File: src/u8idx_pkg.sv
// Shared widths, status codes and lead byte masks for the indexed UTF-8 decoder.
package u8idx_pkg;

   localparam int ByteWidth  = 8;
   localparam int IndexWidth = 32;
   localparam int PointWidth = 21;
   localparam int StatusWidth = 2;

   typedef logic [ByteWidth-1:0]   byte_type;
   typedef logic [IndexWidth-1:0]  index_type;
   typedef logic [PointWidth-1:0]  point_type;
   typedef logic [StatusWidth-1:0] status_type;

   localparam status_type StFound   = 2'd0;
   localparam status_type StBadLead = 2'd1;
   localparam status_type StBadCont = 2'd2;
   localparam status_type StRange   = 2'd3;

   // lead byte sorting masks and patterns
   localparam byte_type AsciiMask  = 8'h80;
   localparam byte_type Lead2Mask  = 8'hE0;
   localparam byte_type Lead2Tag   = 8'hC0;
   localparam byte_type Lead2Bits  = 8'h1F;
   localparam byte_type Lead3Mask  = 8'hF0;
   localparam byte_type Lead3Tag   = 8'hE0;
   localparam byte_type Lead3Bits  = 8'h0F;
   localparam byte_type Lead4Mask  = 8'hF8;
   localparam byte_type Lead4Tag   = 8'hF0;
   localparam byte_type Lead4Bits  = 8'h07;
   localparam byte_type ContMask   = 8'hC0;
   localparam byte_type ContTag    = 8'h80;
   localparam byte_type ContBits   = 8'h3F;

endpackage

File: src/u8idx_channels.sv
// Valid/ready channel interfaces for the request bytes and the decode responses.
interface u8idx_req_if;
   logic                  valid;
   logic                  ready;
   u8idx_pkg::byte_type   data_byte;
   u8idx_pkg::index_type  target_index;

   modport source (output valid, output data_byte, output target_index, input ready);
   modport sink   (input valid, input data_byte, input target_index, output ready);
endinterface

interface u8idx_rsp_if;
   logic                   valid;
   logic                   ready;
   u8idx_pkg::point_type   unicode_value;
   u8idx_pkg::status_type  status;

   modport source (output valid, output unicode_value, output status, input ready);
   modport sink   (input valid, input unicode_value, input status, output ready);
endinterface

File: src/utf8_indexed_code_point_decoder_top.sv
// Indexed UTF-8 code point decoder: byte stream in, one decode response per string out.
//
// Usage
//   req_ch carries one string byte per beat (data_byte) plus target_index, which is
//   sampled only with the first byte of each string. A zero byte ends the string.
//   rsp_ch carries at most one beat per string: unicode_value and status
//   (found, bad lead byte, bad continuation, index out of range). unicode_value is
//   zero unless the status is found.
// Pipeline and throughput
//   A byte is taken into the input register when accepted and resolved into the
//   response register when it advances; it waits in the input register while an
//   untaken response still holds the response register.
//   One byte per cycle is sustained while rsp_ch takes responses: the scan state is
//   a small update done in one pass between the two registers.
// Reset
//   Synchronous reset empties both registers and rearms the scanner: the next byte
//   is treated as the first of a string and the character count starts at zero.
// Stalls
//   While a response waits on rsp_ch, hold it in the response register and hold the
//   next byte in the input register; req_ch.ready drops while that byte is held.
//   Taking the response frees both registers at the same edge.
module utf8_indexed_code_point_decoder_top (
   input logic        clock,
   input logic        reset,
   u8idx_req_if.sink  req_ch,
   u8idx_rsp_if.source rsp_ch
);

   // scan phases
   localparam logic [1:0] PhScan   = 2'd0;
   localparam logic [1:0] PhSkip   = 2'd1;
   localparam logic [1:0] PhDecode = 2'd2;
   localparam logic [1:0] PhDone   = 2'd3;

   // input register
   logic                 in_valid_ff, in_valid_in;
   u8idx_pkg::byte_type  in_byte_ff;
   u8idx_pkg::index_type in_target_ff;

   // scan state
   logic [1:0]           phase_ff, phase_in;
   logic [1:0]           bytes_left_ff, bytes_left_in;
   u8idx_pkg::index_type char_counter_ff, char_counter_in;
   u8idx_pkg::point_type partial_ff, partial_in;
   u8idx_pkg::index_type wanted_ff, wanted_in;
   logic                 start_ff, start_in;

   // response register
   logic                  out_valid_ff, out_valid_in;
   u8idx_pkg::point_type  out_point_ff, out_point_in;
   u8idx_pkg::status_type out_status_ff, out_status_in;

   logic                 advance;
   logic                 accept;
   logic                 emit;
   u8idx_pkg::point_type emit_point;
   u8idx_pkg::status_type emit_status;
   u8idx_pkg::index_type wanted_now;
   logic [2:0]           lead_len;
   u8idx_pkg::point_type lead_bits;
   logic                 lead_ok;
   u8idx_pkg::point_type cont_point;

   // Advance the held byte once the response register is free or being drained.
   assign advance       = in_valid_ff && (!out_valid_ff || rsp_ch.ready);
   assign req_ch.ready  = !in_valid_ff || advance;
   assign accept        = req_ch.valid && req_ch.ready;

   assign rsp_ch.valid         = out_valid_ff;
   assign rsp_ch.unicode_value = out_point_ff;
   assign rsp_ch.status        = out_status_ff;

   // The first byte of a string brings its own target.
   assign wanted_now = start_ff ? in_target_ff : wanted_ff;

   // Sort the lead byte by its high bits.
   always_comb begin
      lead_ok   = 1'b1;
      lead_len  = 3'd1;
      lead_bits = u8idx_pkg::PointWidth'(in_byte_ff);
      priority if ((in_byte_ff & u8idx_pkg::AsciiMask) == '0) begin
         lead_len  = 3'd1;
         lead_bits = u8idx_pkg::PointWidth'(in_byte_ff);
      end else if ((in_byte_ff & u8idx_pkg::Lead2Mask) == u8idx_pkg::Lead2Tag) begin
         lead_len  = 3'd2;
         lead_bits = u8idx_pkg::PointWidth'(in_byte_ff & u8idx_pkg::Lead2Bits);
      end else if ((in_byte_ff & u8idx_pkg::Lead3Mask) == u8idx_pkg::Lead3Tag) begin
         lead_len  = 3'd3;
         lead_bits = u8idx_pkg::PointWidth'(in_byte_ff & u8idx_pkg::Lead3Bits);
      end else if ((in_byte_ff & u8idx_pkg::Lead4Mask) == u8idx_pkg::Lead4Tag) begin
         lead_len  = 3'd4;
         lead_bits = u8idx_pkg::PointWidth'(in_byte_ff & u8idx_pkg::Lead4Bits);
      end else begin
         lead_ok = 1'b0;
      end
   end

   // Shift six more payload bits into the point being built.
   assign cont_point = {partial_ff[u8idx_pkg::PointWidth-7:0],
                        in_byte_ff[5:0] & u8idx_pkg::ContBits[5:0]};

   // One pass of the scanner over the held byte.
   always_comb begin
      phase_in        = phase_ff;
      bytes_left_in   = bytes_left_ff;
      char_counter_in = char_counter_ff;
      partial_in      = partial_ff;
      wanted_in       = wanted_ff;
      start_in        = start_ff;
      emit            = 1'b0;
      emit_point      = '0;
      emit_status     = u8idx_pkg::StFound;

      if (advance) begin
         wanted_in = wanted_now;
         start_in  = 1'b0;
         if (in_byte_ff == '0) begin
            // End of string: rearm, and report unless a result was already given.
            phase_in        = PhScan;
            bytes_left_in   = '0;
            char_counter_in = '0;
            partial_in      = '0;
            start_in        = 1'b1;
            emit            = (phase_ff != PhDone);
            emit_status     = (phase_ff == PhDecode) ? u8idx_pkg::StBadCont
                                                     : u8idx_pkg::StRange;
         end else begin
            unique case (phase_ff)
               PhScan: begin
                  if (!lead_ok) begin
                     phase_in    = PhDone;
                     emit        = 1'b1;
                     emit_status = u8idx_pkg::StBadLead;
                  end else if (char_counter_ff == wanted_now) begin
                     if (lead_len == 3'd1) begin
                        phase_in   = PhDone;
                        emit       = 1'b1;
                        emit_point = lead_bits;
                     end else begin
                        partial_in    = lead_bits;
                        bytes_left_in = 2'(lead_len - 3'd1);
                        phase_in      = PhDecode;
                     end
                  end else begin
                     char_counter_in = char_counter_ff + u8idx_pkg::index_type'(1);
                     if (lead_len != 3'd1) begin
                        bytes_left_in = 2'(lead_len - 3'd1);
                        phase_in      = PhSkip;
                     end
                  end
               end
               PhSkip: begin
                  // Drop trailing bytes of a passed character unchecked.
                  bytes_left_in = bytes_left_ff - 2'd1;
                  if (bytes_left_ff == 2'd1) begin
                     phase_in = PhScan;
                  end
               end
               PhDecode: begin
                  if ((in_byte_ff & u8idx_pkg::ContMask) != u8idx_pkg::ContTag) begin
                     phase_in    = PhDone;
                     partial_in  = '0;
                     emit        = 1'b1;
                     emit_status = u8idx_pkg::StBadCont;
                  end else begin
                     partial_in    = cont_point;
                     bytes_left_in = bytes_left_ff - 2'd1;
                     if (bytes_left_ff == 2'd1) begin
                        phase_in   = PhDone;
                        emit       = 1'b1;
                        emit_point = cont_point;
                     end
                  end
               end
               PhDone: begin
                  // Ignore bytes until the terminator.
               end
               default: begin
               end
            endcase
         end
      end
   end

   // Load the response register on a new result; clear it once taken.
   always_comb begin
      out_valid_in  = out_valid_ff && !rsp_ch.ready;
      out_point_in  = out_point_ff;
      out_status_in = out_status_ff;
      if (emit) begin
         out_valid_in  = 1'b1;
         out_point_in  = emit_point;
         out_status_in = emit_status;
      end
   end

   always_comb begin
      in_valid_in = accept || (in_valid_ff && !advance);
   end

   always_ff @(posedge clock) begin
      if (reset) begin
         in_valid_ff     <= 1'b0;
         out_valid_ff    <= 1'b0;
         phase_ff        <= PhScan;
         bytes_left_ff   <= '0;
         char_counter_ff <= '0;
         partial_ff      <= '0;
         wanted_ff       <= '0;
         start_ff        <= 1'b1;
      end else begin
         in_valid_ff     <= in_valid_in;
         out_valid_ff    <= out_valid_in;
         phase_ff        <= phase_in;
         bytes_left_ff   <= bytes_left_in;
         char_counter_ff <= char_counter_in;
         partial_ff      <= partial_in;
         wanted_ff       <= wanted_in;
         start_ff        <= start_in;
      end
   end

   always_ff @(posedge clock) begin
      if (accept) begin
         in_byte_ff   <= req_ch.data_byte;
         in_target_ff <= req_ch.target_index;
      end
      out_point_ff  <= out_point_in;
      out_status_ff <= out_status_in;
   end

   // A character in flight always has trailing bytes outstanding.
   a_skip_pending: assert property (@(posedge clock) disable iff (reset)
      (phase_ff == PhSkip || phase_ff == PhDecode) |-> bytes_left_ff != 2'd0)
      else $error("skip or decode phase with no trailing bytes left");

   // Only a found response carries a code point.
   a_point_zero: assert property (@(posedge clock) disable iff (reset)
      (out_valid_ff && out_status_ff != u8idx_pkg::StFound) |-> out_point_ff == '0)
      else $error("non-found response with a code point");

   // A terminator rearms the scanner.
   a_rearm: assert property (@(posedge clock) disable iff (reset)
      (advance && in_byte_ff == '0) |=> (start_ff && phase_ff == PhScan
                                        && char_counter_ff == '0))
      else $error("terminator did not rearm the scanner");

   // A new result never lands on a waiting one.
   a_no_overwrite: assert property (@(posedge clock) disable iff (reset)
      (emit && out_valid_ff) |-> rsp_ch.ready)
      else $error("response overwritten before it was taken");

endmodule

File: src/flat_wrapper.sv
// flat-port wrapper written by rule: the top's interface ports become plain ports
module utf8_indexed_code_point_decoder_top_flat 
  (clock, reset, req_ch_valid, req_ch_data_byte, req_ch_target_index, req_ch_ready, rsp_ch_valid, rsp_ch_unicode_value, rsp_ch_status, rsp_ch_ready);
  u8idx_req_if req_ch_i ();
  u8idx_rsp_if rsp_ch_i ();
  input logic clock;
  input logic reset;
  input wire logic [$bits(req_ch_i.valid)-1:0] req_ch_valid;
  input wire logic [$bits(req_ch_i.data_byte)-1:0] req_ch_data_byte;
  input wire logic [$bits(req_ch_i.target_index)-1:0] req_ch_target_index;
  output wire logic [$bits(req_ch_i.ready)-1:0] req_ch_ready;
  output wire logic [$bits(rsp_ch_i.valid)-1:0] rsp_ch_valid;
  output wire logic [$bits(rsp_ch_i.unicode_value)-1:0] rsp_ch_unicode_value;
  output wire logic [$bits(rsp_ch_i.status)-1:0] rsp_ch_status;
  input wire logic [$bits(rsp_ch_i.ready)-1:0] rsp_ch_ready;
  assign req_ch_i.valid = req_ch_valid;
  assign req_ch_i.data_byte = req_ch_data_byte;
  assign req_ch_i.target_index = req_ch_target_index;
  assign req_ch_ready = req_ch_i.ready;
  assign rsp_ch_valid = rsp_ch_i.valid;
  assign rsp_ch_unicode_value = rsp_ch_i.unicode_value;
  assign rsp_ch_status = rsp_ch_i.status;
  assign rsp_ch_i.ready = rsp_ch_ready;
  utf8_indexed_code_point_decoder_top u_core (.clock(clock), .reset(reset), .req_ch(req_ch_i), .rsp_ch(rsp_ch_i));
endmodule
File: config.mk
export PLATFORM = sky130hd
export DESIGN_NAME = utf8_indexed_code_point_decoder_top_flat
export DESIGN_NICKNAME = d
export VERILOG_FILES = /design/src/u8idx_pkg.sv /design/src/u8idx_channels.sv /design/src/utf8_indexed_code_point_decoder_top.sv /design/src/flat_wrapper.sv
export SDC_FILE = /design/constraint.sdc
export NUM_CORES = 1
export LEC_CHECK = 0
export ABC_AREA = 1
export BUFFER_PORTS_ARGS = -buffer_cell sky130_fd_sc_hd__buf_4
export CAP_MARGIN = 10
export CORE_MARGIN = 2
export CORE_UTILIZATION = 40
export DETAILED_ROUTE_END_ITERATION = 12
export SYNTH_ARGS = -nofsm -noshare
export SYNTH_HDL_FRONTEND = slang
export SYNTH_SLANG_ARGS = --single-unit
File: constraint.sdc
create_clock -name clock -period 6.63 [get_ports clock]
set_clock_uncertainty 0.15 [all_clocks]
set_input_delay 1.6575 -clock clock [delete_from_list [all_inputs] [get_ports clock]]
set_output_delay 1.6575 -clock clock [all_outputs]
set_load 0.01 [all_outputs]
* Word level (Yosys, flattened, before mapping)
Index checks and enable logic that the tools add are counted.
Widths: inputs -> output; s select.
** Cells by class
- Bitwise logic cells :: 1
- Equality and inequality tests :: 21
- Reduce and logical (&&, ||, !) cells :: 23
- Muxes and demuxes :: 60
- Add/subtract/negate cells :: 3
** Operator list (count)
- $mux 21 :: 8
- $mux 32 :: 5
- $mux 15 :: 5
- $pmux 21 s2 :: 1
- $add 32x1->32 const B :: 1
- $eq 32x32->1 :: 1
- $mux 2 :: 15
- $pmux 15 s2 :: 1
- $logic_not 8->1 :: 2
- $mux 1 :: 16
- $mux 3 :: 4
- $ne 3x1->1 const B :: 4
- $pmux 2 s3 :: 2
- $reduce_and 5->1 :: 2
- $mux 8 :: 1
- $ne 4x3->1 const B :: 2
- $ne 3x2->1 const B :: 2
- $reduce_and 6->1 :: 1
- $eq 5x5->1 const B :: 1
- $ne 5x5->1 const B :: 1
- $eq 2x1->1 const B :: 2
- $eq 4x4->1 const B :: 1
- $logic_and 1x1->1 :: 4
- $logic_not 1->1 :: 4
- other kinds (17) :: 22
** Word-level totals
- Output and inout bits :: 25
- Logic and storage cells :: 120
- Input port bits :: 44
- Register bits after elaboration :: 149

* Longest topological paths before layout
- Word-level depth :: 13
- Depth in mapped cells :: 19
- Gate-level depth less buffers :: 18

* Least setup slack after synthesis
Ideal clock, no wire load.
- Path type :: in2out
- Start :: input rsp_ch_ready
- End :: output req_ch_ready
- Slack :: 2981 ps
- Arrival :: 1841 ps
- Cell stages on the path :: 2
- Data required time :: 4822 ps
- Buffers on the path :: 0
- Cells stage by stage :: inv_1 nand3_1
** Between the ends
- Cells in the longest elaborated chain, start to end :: 3
** Ends and longest elaborated chain
- start: declaration :: RTL line flat_wrapper.sv:15 : input wire logic [$bits(rsp_ch_i.ready)-1:0] rsp_ch_ready;
- $logic_or 1x1->1 :: RTL line utf8_indexed_code_point_decoder_top.sv:65 : assign advance = in_valid_ff && (!out_valid_ff || rsp_ch.ready);
- $logic_and 1x1->1 :: RTL line utf8_indexed_code_point_decoder_top.sv:65
- $logic_or 1x1->1 :: RTL line utf8_indexed_code_point_decoder_top.sv:66 : assign req_ch.ready = !in_valid_ff || advance;
- end: declaration :: RTL line flat_wrapper.sv:11 : output wire logic [$bits(req_ch_i.ready)-1:0] req_ch_ready;
Every way passes these cells.

* Final worst setup path
- Start :: input rsp_ch_ready
- End :: register u_core.out_point_ff[0], in the netlist u_core.rsp_ch.unicode_value[0], enable pin
** Between the ends
- Cells in the longest elaborated chain, start to end :: 3
** Ends and longest elaborated chain
- $logic_or 1x1->1 :: RTL line utf8_indexed_code_point_decoder_top.sv:65
- $logic_and 1x1->1 :: RTL line utf8_indexed_code_point_decoder_top.sv:65
- $mux 1 :: RTL line utf8_indexed_code_point_decoder_top.sv:114 : if (advance) begin
- via u_core.emit :: RTL line utf8_indexed_code_point_decoder_top.sv:55 : logic emit;
- end signal: assignment :: RTL line utf8_indexed_code_point_decoder_top.sv:228 : out_point_ff <= out_point_in;
- end: declaration :: RTL line utf8_indexed_code_point_decoder_top.sv:50 : u8idx_pkg::point_type out_point_ff, out_point_in;
The timed path passes the listed nets, and every way through them passes these cells.
A chain may end at the register's enable or synchronous reset.

==> results.py <==
metrics = {
    "worst_setup_path": {
        "cp_slowest_cell": "nand2_1",
        "reg2reg_to": "u_core.rsp_ch.unicode_value[0]$_SDFFCE_PP0P_",
        "rr_startpoint": "u_core.start_ff$_SDFFE_PP1P_",
        "cp_max_fo": 23,
        "critPathLaunch": "rsp_ch_ready",
        "cp_top_family": "simple AND/OR/NAND/NOR gates",
        "cp.depth": 9,
        "crit_required_ns": 6.54,
        "slowest_delay_ns": 0.72,
        "endpoint": "u_core.rsp_ch.unicode_value[0]$_SDFFCE_PP0P_",
        "startpoint_type": "input port",
        "path_cells": "buf_4 > inv_1 > nand2_1 > nand2_1 > nor2_1 > clkinv_1 > nor2_1 > nand2_1 > nand2_1",
        "r2r_cells": 13,
        "arrival_ns": 4.01,
        "crit_path_frequent_cell": "nand2_1",
        "regToRegSetupSlack_ns": 2.80,
        "worst-path-buf-inv": 3,
        "end_kind": "flip-flop",
        "worstSetupPathType": "input port to flip-flop",
    },
    "routing": {
        "drt-wirelength-per-cell_um": 15.41,
        "wirelength_um": 20370,
        "vias": 6821,
        "viasPerCell": 5.160,
        "drtAntennaViolNets": 0,
        "route.detailed.drc": 0,
        "drtIter0Drc": 568,
        "dr.pass1.iters": 5,
    },
    "timing": {
        "timing.setup.tns_ns": 0,
        "fin_crit_ns": 4.092,
        "post-route-period-util": 0.6172,
        "fmax_mhz": 244.4,
        "rsz0062_at_grt": "false",
        "hold_ws_ns": 0.3135,
        "hold_violations": 0,
        "drv_slew": 0,
        "setup_violations": 0,
        "worstMarginPinSlew_ns": 0.9808,
        "slew_headroom": 0.3437,
    },
    "synthesis": {
        "synth_area_leaders": "edfxtp_1 25%, dfxtp_1 23%, nand2_1 17%, nor2_1 5.8%, nand3_1 3.7%",
        "synth_edf_count": 63,
        "synth_top_cell_by_area": "edfxtp_1",
        "yosys_register_bits": 149,
        "ys_warn_count": 0,
        "synth.most_common_cell": "nand2_1",
        "yosys-top-cells-count": "345 x nand2_1, 118 x nor2_1, 86 x dfxtp_1",
        "synth.distinct_cells": 42,
        "ys_async_sr_fraction": 0,
        "synth_flop_cell": "dfxtp_1",
        "syn_inst": 1019,
        "ys_seq_area_frac": 0.4744,
        "synth_area_sq_um": 7617,
        "syn_area_per_cell_sq_um": 7.475,
        "synth_top_cell_area_share": 0.2484,
        "synth_fp_nets": 1070,
    },
    "global_routing": {
        "overflow": 0,
        "grt_pass1_vias": 6325,
        "antenna_found_initial": 0,
        "grt_usage": 0.2109,
        "grt_pass1_wl_um": 32980,
        "grt_max_degree": 55,
    },
    "floorplanning": {
        "chipHeight_um": 142.0,
        "initial_core_util": 0.4072,
        "dieArea_sq_um": 20160,
        "num_io_pins": 69,
        "fp.coreArea_sq_um": 18710,
        "fp.dieW_um": 142.0,
        "rows": 50,
    },
    "finish": {
        "insertedDiodeCount": 0,
        "drive_gt1_frac": 0.1094,
        "fillers": 1883,
        "area_growth_pct": 16.29,
        "nets": 1126,
    },
    "power_and_ir_drop": {
        "power_leakage_nw": 3.569,
        "power_mw": 2.252,
        "vdd_ir_drop_max_mv": 0.1812,
        "p_per_area_nw_per_um2": 254.2,
    },
    "clock_tree": {
        "cts_tree": "yes",
        "postCtsSetupBuffers": 0,
        "path_clk_slew_ns": 0.07,
        "cts_max_level": 4,
        "clock-sinks": 149,
        "cts_buffers": 17,
        "hold_buffers": 0,
        "clock_latency_ns": 0.44,
        "post_cts_resized": 0,
        "cts_root_buf": "clkbuf_16",
        "cts_max_path_buffers": 2,
    },
    "place": {
        "hpwlAfterDp_um": 14160,
        "place_congestion": 0.9502,
        "numPortBuffers": 68,
    },
    "run_status": {
        "status": "finished clean",
    },
    "run": {
        "cap_violations": 0,
    },
    "min_path": {
        "hp-class": "flip-flop to flip-flop",
    },
}
-- report_power, final --
part           leakage (nW)  internal, mW  switching [mW]  total [mW]
Combinational          1.98        0.0832           0.167       0.251
Sequential             1.30         0.998          0.0217        1.02
Clock                 0.297         0.512           0.469       0.981
Total                  3.57          1.59           0.658        2.25
-- placed cells by master (no fill, tap or decap), types with 5 or more instances in the layout --
master and n:
nor2_1 118, and3_1 5, nand3_1 56, nand2_1 345, nor3_1 31, clkbuf_16 17
nand3b_1 14, ha_1 7, inv_1 72, buf_4 73, a21oi_1 52, edfxtp_1 63
nor3b_1 5, o21ai_0 44, xor2_1 18, nand4_1 7, inv_8 7, a31oi_1 24
dfxtp_1 86
-- final cells by class --
cell class	instances	area (sq um)	share of cell area
clock inverter	15	178.9	0.02020
clock buffer	17	425.4	0.04802
sequential	149	3613	0.4079
timing repair buffer	73	548.0	0.06186
tap	234	292.8	0.03305
inverter	79	304.0	0.03432
multi-input combinational	755	3496	0.3946
-- registers in the layout, indices dropped and copies added (netlist names) --
| register | cells |
|---|---|
| u_core.in_target_ff | 32 |
| u_core.char_counter_ff | 32 |
| u_core.rsp_ch.unicode_value | 21 |
| u_core.rsp_ch.valid | 1 |
| u_core.rsp_ch.status | 2 |
| u_core.partial_ff | 15 |
| u_core.in_byte_ff | 8 |
| u_core.start_ff | 1 |
| u_core.bytes_left_ff | 2 |
| u_core.wanted_ff | 32 |
| u_core.phase_ff | 2 |
| u_core.in_valid_ff | 1 |
-- through the flow --
| stage | setup WS, ns | std cells | util | instance area [sq um] |
|---|---|---|---|---|
| 6_report | 2.538 | 1322 | 0.4736 | 8859 |
| 5_1_grt | 2.391 | 1322 | 0.4736 | 8859 |
| 4_1_cts | 2.549 | 1322 | 0.4736 | 8859 |
| 3_5_place_dp | 2.130 | 1290 | 0.4413 | 8254 |
| 3_3_place_gp | 2.261 | 1290 | 0.4413 | 8254 |
| 2_1_floorplan | 2.981 | 1019 | - | 7617 |
-- logic make-up after synthesis --
kind of cell,synth area share
and+or+nand+nor,0.3238
DFF,0.4744
AOI/OAI and AO/OA,0.09888
buffers and inverters,0.06735
xor gates and xnor gates,0.02415
adders and majority gates,0.01150
-- routing by layer --
layer  global-route usage  routed length (um)  vias to the layer above
met5                    0                   0                        -
met4              0.06526                 340                        0
met3              0.04206                1122                       20
met2               0.3260                8829                      180
met1               0.2985               10080                     3146
li1                     -                   -                     3475
-- worst min path at each step --
stage                                                   from                            endpoint  slack (ns)  cells after the start
after floorplan           u_core.partial_ff[11]$_SDFFE_PP0P_  u_core.partial_ff[11]$_SDFFE_PP0P_        0.29                      2
after global placement    u_core.partial_ff[12]$_SDFFE_PP0P_  u_core.partial_ff[12]$_SDFFE_PP0P_        0.30                      2
after detailed placement  u_core.partial_ff[12]$_SDFFE_PP0P_  u_core.partial_ff[12]$_SDFFE_PP0P_        0.30                      2
after CTS                 u_core.partial_ff[12]$_SDFFE_PP0P_  u_core.partial_ff[12]$_SDFFE_PP0P_        0.31                      2
after global routing      u_core.partial_ff[12]$_SDFFE_PP0P_  u_core.partial_ff[12]$_SDFFE_PP0P_        0.33                      2
final                     u_core.partial_ff[12]$_SDFFE_PP0P_  u_core.partial_ff[12]$_SDFFE_PP0P_        0.31                      2
-- tightest hold or removal path, cell delays in order (launching register included) --
cell     delay [ns]
dfxtp_1        0.31
nand2_1        0.06
a21oi_1        0.05
(Power assumes the default switching activity.)
